<file path="config.mk">
export PLATFORM = sky130hd
export DESIGN_NAME = hierarchy_flag_resolver_top
export DESIGN_NICKNAME = d
export VERILOG_FILES = /design/src/sv/hfr_pkg.sv /design/src/sv/hfr_ctrl.sv /design/src/sv/hfr_datapath.sv /design/src/sv/hierarchy_flag_resolver_top.sv
export SDC_FILE = /design/constraint.sdc
export NUM_CORES = 2
export LEC_CHECK = 0
export ABC_AREA = 0
export BUFFER_PORTS_ARGS = -buffer_cell sky130_fd_sc_hd__buf_2
export CORE_MARGIN = 4
export CORE_UTILIZATION = 50
export CTS_CLUSTER_DIAMETER = 30
export DETAILED_ROUTE_END_ITERATION = 8
export PLACE_DENSITY = 0.65
export SLEW_MARGIN = 0
export SYNTH_ARGS = -nofsm -noshare
export SYNTH_HDL_FRONTEND = slang
export SYNTH_MEMORY_MAX_BITS = 65536
export SYNTH_SLANG_ARGS = --single-unit
</file>
<file path="constraint.sdc">
create_clock -name clk -period 9.6 [get_ports clk]
set_clock_uncertainty 0.2 [all_clocks]
set_input_delay 0 -clock clk [delete_from_list [all_inputs] [get_ports clk]]
set_output_delay 0 -clock clk [all_outputs]
set_load 0.1 [all_outputs]
</file>
<file path="src/sv/hfr_pkg.sv">
// Shared request, response and control types for the hierarchy flag resolver.
`timescale 1ns / 1ps

package hfr_pkg;

	// Request mode codes.
	localparam logic MODE_WRITE = 1'b0;
	localparam logic MODE_QUERY = 1'b1;

	// Response status codes.
	localparam logic [2:0] ST_OK             = 3'd0;
	localparam logic [2:0] ST_INVALID_DOC    = 3'd1;
	localparam logic [2:0] ST_MISSING_OBJ    = 3'd2;
	localparam logic [2:0] ST_MISSING_PARENT = 3'd3;
	localparam logic [2:0] ST_CYCLE          = 3'd4;
	localparam logic [2:0] ST_DEPTH          = 3'd5;

	// One input request.
	typedef struct packed {
		logic        mode;
		logic [5:0]  slot;
		logic        entry_valid;
		logic [31:0] entry_id;
		logic        entry_has_parent;
		logic [31:0] entry_parent_id;
		logic        entry_visible;
		logic        entry_locked;
		logic [31:0] object_id;
	} req_t;

	// One response.
	typedef struct packed {
		logic [2:0]  status;
		logic        resolved;
		logic        effectively_visible;
		logic        effectively_locked;
		logic        hidden_found;
		logic [31:0] hidden_by_id;
		logic        locked_found;
		logic [31:0] locked_by_id;
		logic [4:0]  chain_depth;
	} rsp_t;

	// Commands from the controller to the datapath.
	typedef struct packed {
		logic       take;
		logic       clr_step;
		logic       lk_start;
		logic       lk_run;
		logic       cur_load;
		logic       vs_start;
		logic       vs_run;
		logic       node_commit;
		logic       fin_set;
		logic [2:0] fin_code;
		logic       publish;
	} cmd_t;

	// Status from the datapath to the controller.
	typedef struct packed {
		logic doc_valid;
		logic req_query;
		logic clr_last;
		logic lk_hit;
		logic lk_miss;
		logic first;
		logic vs_seen;
		logic vs_clear;
		logic cnt_full;
		logic has_parent;
		logic out_free;
	} sts_t;

endpackage

</file>
<file path="src/sv/hfr_ctrl.sv">
// Controller state machine that sequences table clearing, lookups and chain walks.
`timescale 1ns / 1ps

module hfr_ctrl (
	input  logic          clk,
	input  logic          arst_n,
	input  logic          in_valid,
	output logic          in_ready,
	input  hfr_pkg::sts_t sts,
	output hfr_pkg::cmd_t cmd
);
	import hfr_pkg::*;

	typedef enum logic [4:0] {
		S_CLEAR  = 5'b00001,
		S_IDLE   = 5'b00010,
		S_LOOKUP = 5'b00100,
		S_VCHECK = 5'b01000,
		S_DONE   = 5'b10000
	} state_t;

	state_t state_q;
	state_t state_d;

	// Next state and command decode.
	always_comb begin
		cmd      = '0;
		state_d  = state_q;
		in_ready = 1'b0;
		unique case (state_q)
			S_CLEAR: begin
				cmd.clr_step = 1'b1;
				if (sts.clr_last) begin
					state_d = S_IDLE;
				end
			end
			S_IDLE: begin
				in_ready = 1'b1;
				if (in_valid) begin
					cmd.take = 1'b1;
					if (sts.req_query) begin
						if (!sts.doc_valid) begin
							cmd.fin_set  = 1'b1;
							cmd.fin_code = ST_INVALID_DOC;
							state_d      = S_DONE;
						end else begin
							cmd.lk_start = 1'b1;
							state_d      = S_LOOKUP;
						end
					end
				end
			end
			S_LOOKUP: begin
				if (sts.lk_hit) begin
					cmd.cur_load = 1'b1;
					cmd.vs_start = 1'b1;
					state_d      = S_VCHECK;
				end else if (sts.lk_miss) begin
					cmd.fin_set  = 1'b1;
					cmd.fin_code = sts.first ? ST_MISSING_OBJ : ST_MISSING_PARENT;
					state_d      = S_DONE;
				end else begin
					cmd.lk_run = 1'b1;
				end
			end
			S_VCHECK: begin
				if (sts.vs_seen) begin
					cmd.fin_set  = 1'b1;
					cmd.fin_code = ST_CYCLE;
					state_d      = S_DONE;
				end else if (sts.vs_clear) begin
					if (sts.cnt_full) begin
						cmd.fin_set  = 1'b1;
						cmd.fin_code = ST_DEPTH;
						state_d      = S_DONE;
					end else begin
						cmd.node_commit = 1'b1;
						if (!sts.has_parent) begin
							cmd.fin_set  = 1'b1;
							cmd.fin_code = ST_OK;
							state_d      = S_DONE;
						end else begin
							cmd.lk_start = 1'b1;
							state_d      = S_LOOKUP;
						end
					end
				end else begin
					cmd.vs_run = 1'b1;
				end
			end
			S_DONE: begin
				if (sts.out_free) begin
					cmd.publish = 1'b1;
					state_d     = S_IDLE;
				end
			end
			default: begin
				state_d = S_IDLE;
			end
		endcase
	end

	// State register.
	always_ff @(posedge clk or negedge arst_n) begin
		if (!arst_n) begin
			state_q <= S_CLEAR;
		end else begin
			state_q <= state_d;
		end
	end

endmodule

</file>
<file path="src/sv/hfr_datapath.sv">
// Datapath with the object table, visited list, walk registers and response register.
`timescale 1ns / 1ps

module hfr_datapath #(
	parameter int TABLE_ENTRIES = 64,
	parameter int DEPTH_CAP     = 16
) (
	input  logic          clk,
	input  logic          arst_n,
	input  hfr_pkg::cmd_t cmd,
	output hfr_pkg::sts_t sts,
	input  hfr_pkg::req_t in_data,
	input  logic          cfg_we,
	input  logic          cfg_wdata,
	output logic          out_valid,
	input  logic          out_ready,
	output hfr_pkg::rsp_t out_data
);
	import hfr_pkg::*;

	localparam int AW      = $clog2(TABLE_ENTRIES);
	localparam int TW      = AW + 1;
	localparam int CNT_MAX = DEPTH_CAP + 1;
	localparam int CW      = $clog2(DEPTH_CAP + 2);
	localparam int VW      = $clog2(DEPTH_CAP + 1);

	typedef struct packed {
		logic        used;
		logic [31:0] id;
		logic        has_parent;
		logic [31:0] parent_id;
		logic        visible;
		logic        locked;
	} tbl_t;

	tbl_t        tbl_mem [TABLE_ENTRIES];
	logic [31:0] vis_mem [CNT_MAX];

	logic          doc_valid_q;
	logic [AW-1:0] clr_q;
	logic [TW-1:0] lk_addr_q;
	logic          rdv_s1;
	logic          rd_last_s1;
	tbl_t          rd_s1;
	tbl_t          cur_q;
	logic [31:0]   target_q;
	logic [CW-1:0] count_q;
	logic [CW-1:0] vaddr_q;
	logic          vv_s1;
	logic          vlast_s1;
	logic [31:0]   vrd_s1;
	logic          hf_q;
	logic [31:0]   hid_q;
	logic          lf_q;
	logic [31:0]   lid_q;
	logic [2:0]    stat_q;
	logic          out_valid_q;
	rsp_t          out_q;
	rsp_t          rsp_d;

	logic          tbl_we;
	logic [AW-1:0] tbl_waddr;
	tbl_t          tbl_wdata;
	logic          tbl_re;
	logic          vs_re;
	logic          lk_hit;
	logic          vs_seen;

	// Table write port: the clearing pass after reset, or a write request.
	always_comb begin
		tbl_we    = 1'b0;
		tbl_waddr = clr_q;
		tbl_wdata = '0;
		if (cmd.clr_step) begin
			tbl_we = 1'b1;
		end else if (cmd.take && in_data.mode == MODE_WRITE &&
			32'(in_data.slot) < 32'(TABLE_ENTRIES)) begin
			tbl_we               = 1'b1;
			tbl_waddr            = AW'(in_data.slot);
			tbl_wdata.used       = in_data.entry_valid;
			tbl_wdata.id         = in_data.entry_id;
			tbl_wdata.has_parent = in_data.entry_has_parent;
			tbl_wdata.parent_id  = in_data.entry_parent_id;
			tbl_wdata.visible    = in_data.entry_visible;
			tbl_wdata.locked     = in_data.entry_locked;
		end
	end

	assign tbl_re = cmd.lk_run && (lk_addr_q < TW'(TABLE_ENTRIES));
	assign vs_re  = cmd.vs_run && (vaddr_q < count_q);

	// Object table memory with a registered read.
	always_ff @(posedge clk) begin
		if (tbl_we) begin
			tbl_mem[tbl_waddr] <= tbl_wdata;
		end
		if (tbl_re) begin
			rd_s1      <= tbl_mem[lk_addr_q[AW-1:0]];
			rd_last_s1 <= (lk_addr_q == TW'(TABLE_ENTRIES - 1));
		end
	end

	// Visited id list with a registered read.
	always_ff @(posedge clk) begin
		if (cmd.node_commit) begin
			vis_mem[count_q[VW-1:0]] <= cur_q.id;
		end
		if (vs_re) begin
			vrd_s1   <= vis_mem[vaddr_q[VW-1:0]];
			vlast_s1 <= (vaddr_q == count_q - CW'(1));
		end
	end

	// Scan comparisons.
	assign lk_hit  = rdv_s1 && rd_s1.used && (rd_s1.id == target_q);
	assign vs_seen = vv_s1 && (vrd_s1 == cur_q.id);

	// Status back to the controller.
	always_comb begin
		sts            = '0;
		sts.doc_valid  = doc_valid_q;
		sts.req_query  = (in_data.mode == MODE_QUERY);
		sts.clr_last   = (clr_q == AW'(TABLE_ENTRIES - 1));
		sts.lk_hit     = lk_hit;
		sts.lk_miss    = rdv_s1 && rd_last_s1 && !lk_hit;
		sts.first      = (count_q == '0);
		sts.vs_seen    = vs_seen;
		sts.vs_clear   = !vs_seen && ((vv_s1 && vlast_s1) || (count_q == '0));
		sts.cnt_full   = (count_q == CW'(CNT_MAX));
		sts.has_parent = cur_q.has_parent;
		sts.out_free   = !out_valid_q || out_ready;
	end

	// Control registers: configuration, counters and scan valid bits.
	always_ff @(posedge clk or negedge arst_n) begin
		if (!arst_n) begin
			doc_valid_q <= 1'b1;
			clr_q       <= '0;
			lk_addr_q   <= '0;
			rdv_s1      <= 1'b0;
			vaddr_q     <= '0;
			vv_s1       <= 1'b0;
			count_q     <= '0;
			out_valid_q <= 1'b0;
		end else begin
			if (cfg_we) begin
				doc_valid_q <= cfg_wdata;
			end
			if (cmd.clr_step) begin
				clr_q <= clr_q + AW'(1);
			end
			if (cmd.lk_start) begin
				lk_addr_q <= '0;
				rdv_s1    <= 1'b0;
			end else begin
				rdv_s1 <= tbl_re;
				if (tbl_re) begin
					lk_addr_q <= lk_addr_q + TW'(1);
				end
			end
			if (cmd.vs_start) begin
				vaddr_q <= '0;
				vv_s1   <= 1'b0;
			end else begin
				vv_s1 <= vs_re;
				if (vs_re) begin
					vaddr_q <= vaddr_q + CW'(1);
				end
			end
			if (cmd.take) begin
				count_q <= '0;
			end else if (cmd.node_commit) begin
				count_q <= count_q + CW'(1);
			end
			if (cmd.publish) begin
				out_valid_q <= 1'b1;
			end else if (out_ready) begin
				out_valid_q <= 1'b0;
			end
		end
	end

	// Walk registers: current node, next id to find and first hidden and locked ids.
	always_ff @(posedge clk) begin
		if (cmd.take) begin
			target_q <= in_data.object_id;
			hf_q     <= 1'b0;
			hid_q    <= '0;
			lf_q     <= 1'b0;
			lid_q    <= '0;
		end else if (cmd.node_commit) begin
			target_q <= cur_q.parent_id;
			if (!cur_q.visible && !hf_q) begin
				hf_q  <= 1'b1;
				hid_q <= cur_q.id;
			end
			if (cur_q.locked && !lf_q) begin
				lf_q  <= 1'b1;
				lid_q <= cur_q.id;
			end
		end
		if (cmd.cur_load) begin
			cur_q <= rd_s1;
		end
		if (cmd.fin_set) begin
			stat_q <= cmd.fin_code;
		end
	end

	// Response assembly from the final status.
	always_comb begin
		rsp_d        = '0;
		rsp_d.status = stat_q;
		case (stat_q) inside
			ST_OK: begin
				rsp_d.resolved            = 1'b1;
				rsp_d.effectively_visible = !hf_q;
				rsp_d.effectively_locked  = lf_q;
				rsp_d.hidden_found        = hf_q;
				rsp_d.hidden_by_id        = hid_q;
				rsp_d.locked_found        = lf_q;
				rsp_d.locked_by_id        = lid_q;
				rsp_d.chain_depth         = 5'(count_q - CW'(1));
			end
			ST_MISSING_PARENT, ST_CYCLE, ST_DEPTH: begin
				rsp_d.effectively_locked = 1'b1;
				rsp_d.hidden_found       = hf_q;
				rsp_d.hidden_by_id       = hid_q;
				rsp_d.locked_found       = lf_q;
				rsp_d.locked_by_id       = lid_q;
			end
			default: begin
			end
		endcase
	end

	// Output register.
	always_ff @(posedge clk) begin
		if (cmd.publish) begin
			out_q <= rsp_d;
		end
	end

	assign out_valid = out_valid_q;
	assign out_data  = out_q;

`ifndef SYNTH
	// The walk never records more nodes than the depth limit allows.
	a_count_bound: assert property (@(posedge clk) disable iff (!arst_n)
		count_q <= CW'(CNT_MAX))
		else $error("visited count beyond the depth limit");

	// A node is only committed while the visited list still has room.
	a_commit_room: assert property (@(posedge clk) disable iff (!arst_n)
		cmd.node_commit |-> (count_q < CW'(CNT_MAX)))
		else $error("node committed into a full visited list");

	// A response is only loaded when the output register is free or being emptied.
	a_publish_free: assert property (@(posedge clk) disable iff (!arst_n)
		cmd.publish |-> (!out_valid_q || out_ready))
		else $error("response overwritten before it was taken");

	// A resolved response always carries the resolved status.
	a_resolved_ok: assert property (@(posedge clk) disable iff (!arst_n)
		(out_valid_q && out_q.resolved) |-> (out_q.status == ST_OK))
		else $error("resolved flag with a failure status");
`endif

endmodule

</file>
<file path="src/sv/hierarchy_flag_resolver_top.sv">
// Top level of the hierarchy flag resolver: controller plus datapath.
// A write request is written to the table as it is taken; a query, for each node on the
// chain, scans the table through its single read port (lowest slot first), then scans
// the visited list, and its response is then registered.
// One request is worked on at a time; a waiting response does not block write requests.
// After reset the table is swept clear, slot by slot, while no request is taken.
`timescale 1ns / 1ps

module hierarchy_flag_resolver_top #(
	parameter int TABLE_ENTRIES = 64,
	parameter int DEPTH_CAP     = 16
) (
	input  logic          clk,
	input  logic          arst_n,
	input  logic          in_valid,
	output logic          in_ready,
	input  hfr_pkg::req_t in_data,
	output logic          out_valid,
	input  logic          out_ready,
	output hfr_pkg::rsp_t out_data,
	input  logic          cfg_we,
	input  logic          cfg_wdata
);
	import hfr_pkg::*;

	cmd_t cmd;
	sts_t sts;

	// Sequencing.
	hfr_ctrl u_ctrl (
		.clk      (clk),
		.arst_n   (arst_n),
		.in_valid (in_valid),
		.in_ready (in_ready),
		.sts      (sts),
		.cmd      (cmd)
	);

	// Storage and compare logic.
	hfr_datapath #(
		.TABLE_ENTRIES (TABLE_ENTRIES),
		.DEPTH_CAP     (DEPTH_CAP)
	) u_datapath (
		.clk       (clk),
		.arst_n    (arst_n),
		.cmd       (cmd),
		.sts       (sts),
		.in_data   (in_data),
		.cfg_we    (cfg_we),
		.cfg_wdata (cfg_wdata),
		.out_valid (out_valid),
		.out_ready (out_ready),
		.out_data  (out_data)
	);

endmodule
</file>
* Word-level counts from Yosys, hierarchy flattened
Memories as Yosys holds them, arrays and structs flattened. A register that Yosys moved wholly into a read port is not among the register bits. Cells that the tools add are included. Widths: inputs -> output; s select.
Word-level totals: bits in registers 279, bits in writable memories 4896, word-level logic and storage cells 161, memories 2
Operators by class: add/subtract/negate cells 5, magnitude comparators 2, eq/ne operators 20, mux-type cells 70, bitwise operators 1, reductions and logical operators 30
Memory list:
- u_datapath.tbl_mem | depth 64, bits a word 68, read ports 1, clocked after memory_dff 1, write ports 1, line hfr_datapath.sv:36 | tbl_t tbl_mem [TABLE_ENTRIES];
- u_datapath.vis_mem | depth 17, bits a word 32, read ports 1, clocked after memory_dff 1, write ports 1, line hfr_datapath.sv:37 | logic [31:0] vis_mem [CNT_MAX];
Operators with widths (number):
- $mux 68 | 2
- $mux 67 | 2
- $mux 5 | 16
- $eq 32x32->1 | 2
- $mux 32 | 2
- $mux 4 | 8
- $mux 1 | 28
- $pmux 5 s5 | 1
- $mux 7 | 2
- $logic_and 1x1->1 | 12
- $mux 6 | 2
- $pmux 4 s3 | 1
- $add 5x1->5 const B | 2
- $eq 5x5->1 const B | 2
- $mux 2 | 4
- $ne 2x2->1 const B | 4
- $reduce_bool 2->1 | 4
- $add 7x1->7 const B | 1
- $eq 7x6->1 const B | 1
- $lt 7x7->1 const B | 1
- $add 6x1->6 const B | 1
- $eq 3x3->1 const B | 2
- $eq 6x6->1 const B | 1
- $logic_not 1->1 | 6
- other kinds (18) | 21

* Depth between registers and ports, before layout
depth in word-level cells 10, depth in mapped cells 10, mapped depth without buffers 8

* Hierarchy
From an unflattened synthesis, not the netlist that was laid out.
Unflattened totals: cell total of the unflattened synthesis 8742, area, all modules 200162.0 µm²
By module, submodules not included:
- hfr_datapath | times used 1, cells each 8693, area each 199772.8 µm², seq. area each 157457.3 µm²
- hfr_ctrl | times used 1, cells each 49, area each 389.1 µm², seq. area each 126.4 µm²

* Worst setup path after synthesis
No wires, ideal clock.
path kind register -> register, from register u_datapath.rd_s1[37] (netlist name), to register u_ctrl.state_q[3], setup time 118 ps, arrival time 8568 ps, data required time 9282 ps, slack 714 ps, stages on the path, launching flop included 7, path buffers 0, period minus slack after synthesis 8886 ps, cell sequence edfxtp_1 xnor2_1 nand4_1 nor4_1 nand3_1 nor4b_1 o21bai_1
Between the ends: longest elaborated chain between the ends 6
RTL lines:
- $eq 32x32->1 * | line hfr_datapath.sv:115 | assign lk_hit = rdv_s1 && rd_s1.used && (rd_s1.id == target_q);
- $logic_and 1x1->1 * | line hfr_datapath.sv:115
- $logic_not 1->1 | line hfr_datapath.sv:125 | sts.lk_miss = rdv_s1 && rd_last_s1 && !lk_hit;
- $logic_and 1x1->1 | line hfr_datapath.sv:125
- $ne 3x2->1 (no line)
- $reduce_and 6->1 (no line)
- to (signal assigned) | line hfr_ctrl.sv:108 | state_q <= state_d;
- to (decl) | line hfr_ctrl.sv:22 | state_t state_q;
Mark *: on every way between the ends. The rest lies on a longest branch, timed or not. A chain may end at the register's enable or synchronous reset.

* Worst setup path after layout
from register u_ctrl.state_q[4], to memory u_datapath.tbl_mem[27][4] in the netlist's numbering (enable)
Between the ends: longest elaborated chain between the ends 7
RTL lines:
- $eq 5x2->1 | line hfr_ctrl.sv:30 | unique case (state_q)
- $mux 1 | line hfr_ctrl.sv:30
- $logic_and 1x1->1 | line hfr_datapath.sv:76 | end else if (cmd.take && in_data.mode == MODE_WRITE &&
- $mux 1 | line hfr_datapath.sv:76
- $mux 1 | line hfr_datapath.sv:74 | if (cmd.clr_step) begin
- $mux 1 | line hfr_datapath.sv:94 | if (tbl_we) begin
- $mux 1 (not written as such) | line hfr_datapath.sv:95 | tbl_mem[tbl_waddr] <= tbl_wdata;
- to (decl) | line hfr_datapath.sv:36
Several ways; a longest one is shown, not always the timed one.

==> key figures <==
Synth
  – Syn Area/Cell: about 24 sq um
  – Seq cells post-synth: 5275
  – Primary FF master, synth: edfxtp_1
  – Warnings from Yosys: 0
  – Syn nets: between 8000 and 9000
  – Post-synthesis instance total: 8288
  – Post-synthesis sequential area ratio: roughly 80%
  – Mapped cell area: around 0.20 sq mm
  – Yosys cell types: 55
  – Post-synth EDFFs: 5177
  – Ys async rst share: 0.607%

Clock tree
  – Worst-skew pair later-pin latency: between 1000 and 1500 ps
  – Resized Gates After CTS: 0
  – Clk sinks: between 5000 and 6000
  – Clock buffer depth: 4
  – Root Driver: clkbuf_16
  – TritonCTS clock tree: done
  – Clock transition at path regs: approximately 50 ps
  – Number of H-tree levels: 6
  – Num CTS Buffers: between 800 and 900
  – Post-CTS setup buffer count: 0

Detailed routing
  – Drc violations: 0
  – DR vias/cell: roughly 6.3
  – Routed WL per cell: 34.9 um
  – WL met2: 268 mm
  – Max Used Layer: met5
  – Number of DRC markers in iteration 0: 14300
  – Vias: roughly 98000
  – Drt pass-1 iters: 6
  – Met3 WL post-DR: around 52 mm
  – Post-route ant nets: 0
  – Total wire length: between 500 and 600 mm
  – Metal-1 WL: between 150 and 200 mm

STA
  – RSZ-0062 raised after global routing: false
  – Final hold violations: 0
  – Fin crit period: roughly 6200 ps
  – Worst rel slew slack: under 10%
  – Fmax: ~0.16 GHz
  – Final slew viol count: 0
  – Final TNS setup: 0 ps
  – Crit share post-route: 64.6%
  – Final setup violation count: 0
  – Slew @ Worst Pin: roughly 1400 ps

Power and ir drop
  – Psw: between 10 and 15 mW
  – P_int: about 48 mW
  – PD cells: 258 mW/mm^2
  – Clk pwr share: 51.1%
  – Net Sw Frac: between 20% and 30%
  – Pleak: ~80 nW
  – Seq pwr share: just over 40%
  – Worst vdd ir: around 0.22 mV
  – Gate power share: ~8.2%

Layout
  – Most frequent cells in the layout: 5177 x edfxtp_1, 1520 x mux4_2, 889 x clkbuf_16, 296 x nand2_1, 284 x buf_4
  – Share of cells above drive strength 1: a little over a third
  – Post-route cell area: around 0.24 sq mm
  – Area delta synth->final: 21.1%
  – Layout Nets: around 9600
  – Commonest non-fill, non-tap cell in the layout: edfxtp_1

GRT
  – Vias in the first global route: between 100k and 150k
  – Global-route wire length before repair: 765 mm
  – Gr ovfl total: 0
  – Total GRT Usage: between 20% and 30%
  – Initial antenna violation count: 44
  – Largest net degree at the start of global routing: approximately 100

Setup path
  – Largest stage delay, worst path: around 840 ps
  – WP data arrival: 6690 ps
  – Element type at the critical path end: register
  – Data required, critical path: 10080 ps
  – CP Launch Type: register
  – CP Max Fanout: 40
  – Worst path cell trace: or4_1 -> nor3_4 -> buf_4 -> a22oi_1 -> nor2_1 -> dlygate4sd3_1 -> nand2_1 -> dlygate4sd3_1 -> buf_4 -> nor2_4 -> buf_4 -> buf_4
  – Setup CP Type: reg2reg
  – CP most frequent cell: buf_4
  – CP max stage cell: buf_4

Place
  – Dpl cell area: between 0.2 and 0.25 sq mm
  – Final RePlAce weighted congestion: slightly below 0.9
  – Detail Placement HPWL: around 300 mm
  – Port Buf Inserts: 191

Floorplanning
  – Die Y: ~640 um
  – Initial core utilization: between 50% and 60%
  – Chip width: 641 um
  – Die area: 0.410 sq mm
  – Core ar.: approximately 0.40 sq mm
  – Row count: 232
  – IO Pins: ~190

Job
  – Maxcap violations: 0

Run status
  – Outcome: completed

Hold path
  – Worst min path class: in2reg
stage by stage:
| stage | power [mW] | instances | util (%) | setup slack, ps | hold slack [ps] |
|---|---|---|---|---|---|
| after global routing | 64.3 | 15500 | 60.7 | 3270 | 66.5 |
| after CTS | 62.8 | 15500 | 60.7 | 3440 | 10.7 |
| final | 62.4 | 15500 | 60.7 | 3390 | 56.2 |
| after detailed placement | 30.9 | 13600 | 52.5 | 4060 | -42.8 |
| after global placement | 30.9 | 13600 | 52.5 | 4050 | -50.9 |
| after floorplan | 29.4 | 8288 | - | 714 | -496 |
cell type report:
cell class	count	area (sq um)
tap	5265	6590
fill	26900	157000
sequential	5275	158000
clock buffer	985	22700
multi-input combinational	2567	41400
inverter	15	56.3
clock inverter	678	8100
timing repair buffer	714	5740
antenna	37	92.6
synthesized netlist by cell type (all sizes together), types with 15 or more instances:
library cell	count	share of area (%)
edfxtp	5177	78
mux4	1520	17
clkbuf	310	0.58
nand2	296	0.56
a22oi	138	0.52
and2	138	0.43
buf	121	0.26
nor2	94	0.19
mux2i	73	0.37
xnor2	67	0.29
dfxtp	66	0.66
mux2	35	0.20
dfrtp	30	0.38
nand4	19	0.059
o21ai	19	0.048
nand3	18	0.045
and3	15	0.047
inv	15	0.028
registers in the layout, indices dropped and copies added, names as in the netlist, 6 cells and up:
register	cells
u_datapath.tbl_mem	4352
u_datapath.vis_mem	544
u_datapath.hid_q	32
u_datapath.rd_s1	68
u_datapath.cur_q	66
u_datapath.vrd_s1	32
u_datapath.clr_q	6
u_datapath.out_data	77
u_datapath.lid_q	32
u_datapath.lk_addr_q	7
u_datapath.target_q	32
worst paths after layout:
kind                       cells after the start                          to            startpoint  slack (ps)
setup / recovery                              12   u_datapath.tbl_mem[27][4]     u_ctrl.state_q[4]        3390
hold / removal                                 4  u_datapath.tbl_mem[45][58]           in_data[90]          60
setup reg to reg                              12   u_datapath.tbl_mem[27][4]     u_ctrl.state_q[4]        3390
hold reg to reg                                0        u_datapath.cur_q[26]  u_datapath.rd_s1[26]         220
max in group asynchronous                      5           u_ctrl.state_q[0]                arst_n        8590
min in group asynchronous                      5        u_datapath.out_valid                arst_n         300
power groups by stage:
stage | combinational (mW) | sequential, mW | clock [mW]
after global placement | 5.03 | 25.9 | 0
after CTS | 5.18 | 25.4 | 32.2
after global routing | 5.40 | 25.4 | 33.4
final | 5.10 | 25.4 | 31.9
after floorplan | 3.60 | 25.8 | 0
after detailed placement | 5.07 | 25.9 | 0
layer usage:
metal	global-route usage [%]	vias to the layer above
li1	-	38300
met1	35.8	52600
met2	42.8	6095
met3	5.19	1020
met4	10.7	16
met5	0	-
cells by family after synthesis:
logic type | synth area share, %
AO/OA/AOI/OAI | 0.708
XOR/XNOR | 0.328
adder cells (fa/ha/maj) | 0.0813
buffers and inverters | 0.870
flip-flops | 78.8
multiplexers | 17.7
AND/OR/NAND/NOR | 1.59
worst max-delay path: cells and delay by family (launching register included):
kind | cells | cell delay (ps)
simple gates | 5 | 1570
buf+inv | 6 | 3310
flops | 1 | 460
compound gates | 1 | 200
repair_timing:
action / in CTS / in global routing
hold buffers: 214 / 0
setup endpoints to repair: 0 / 0
hold endpoints to repair: 4674 / 0
Note: power is estimated with default switching activity, not from simulation.
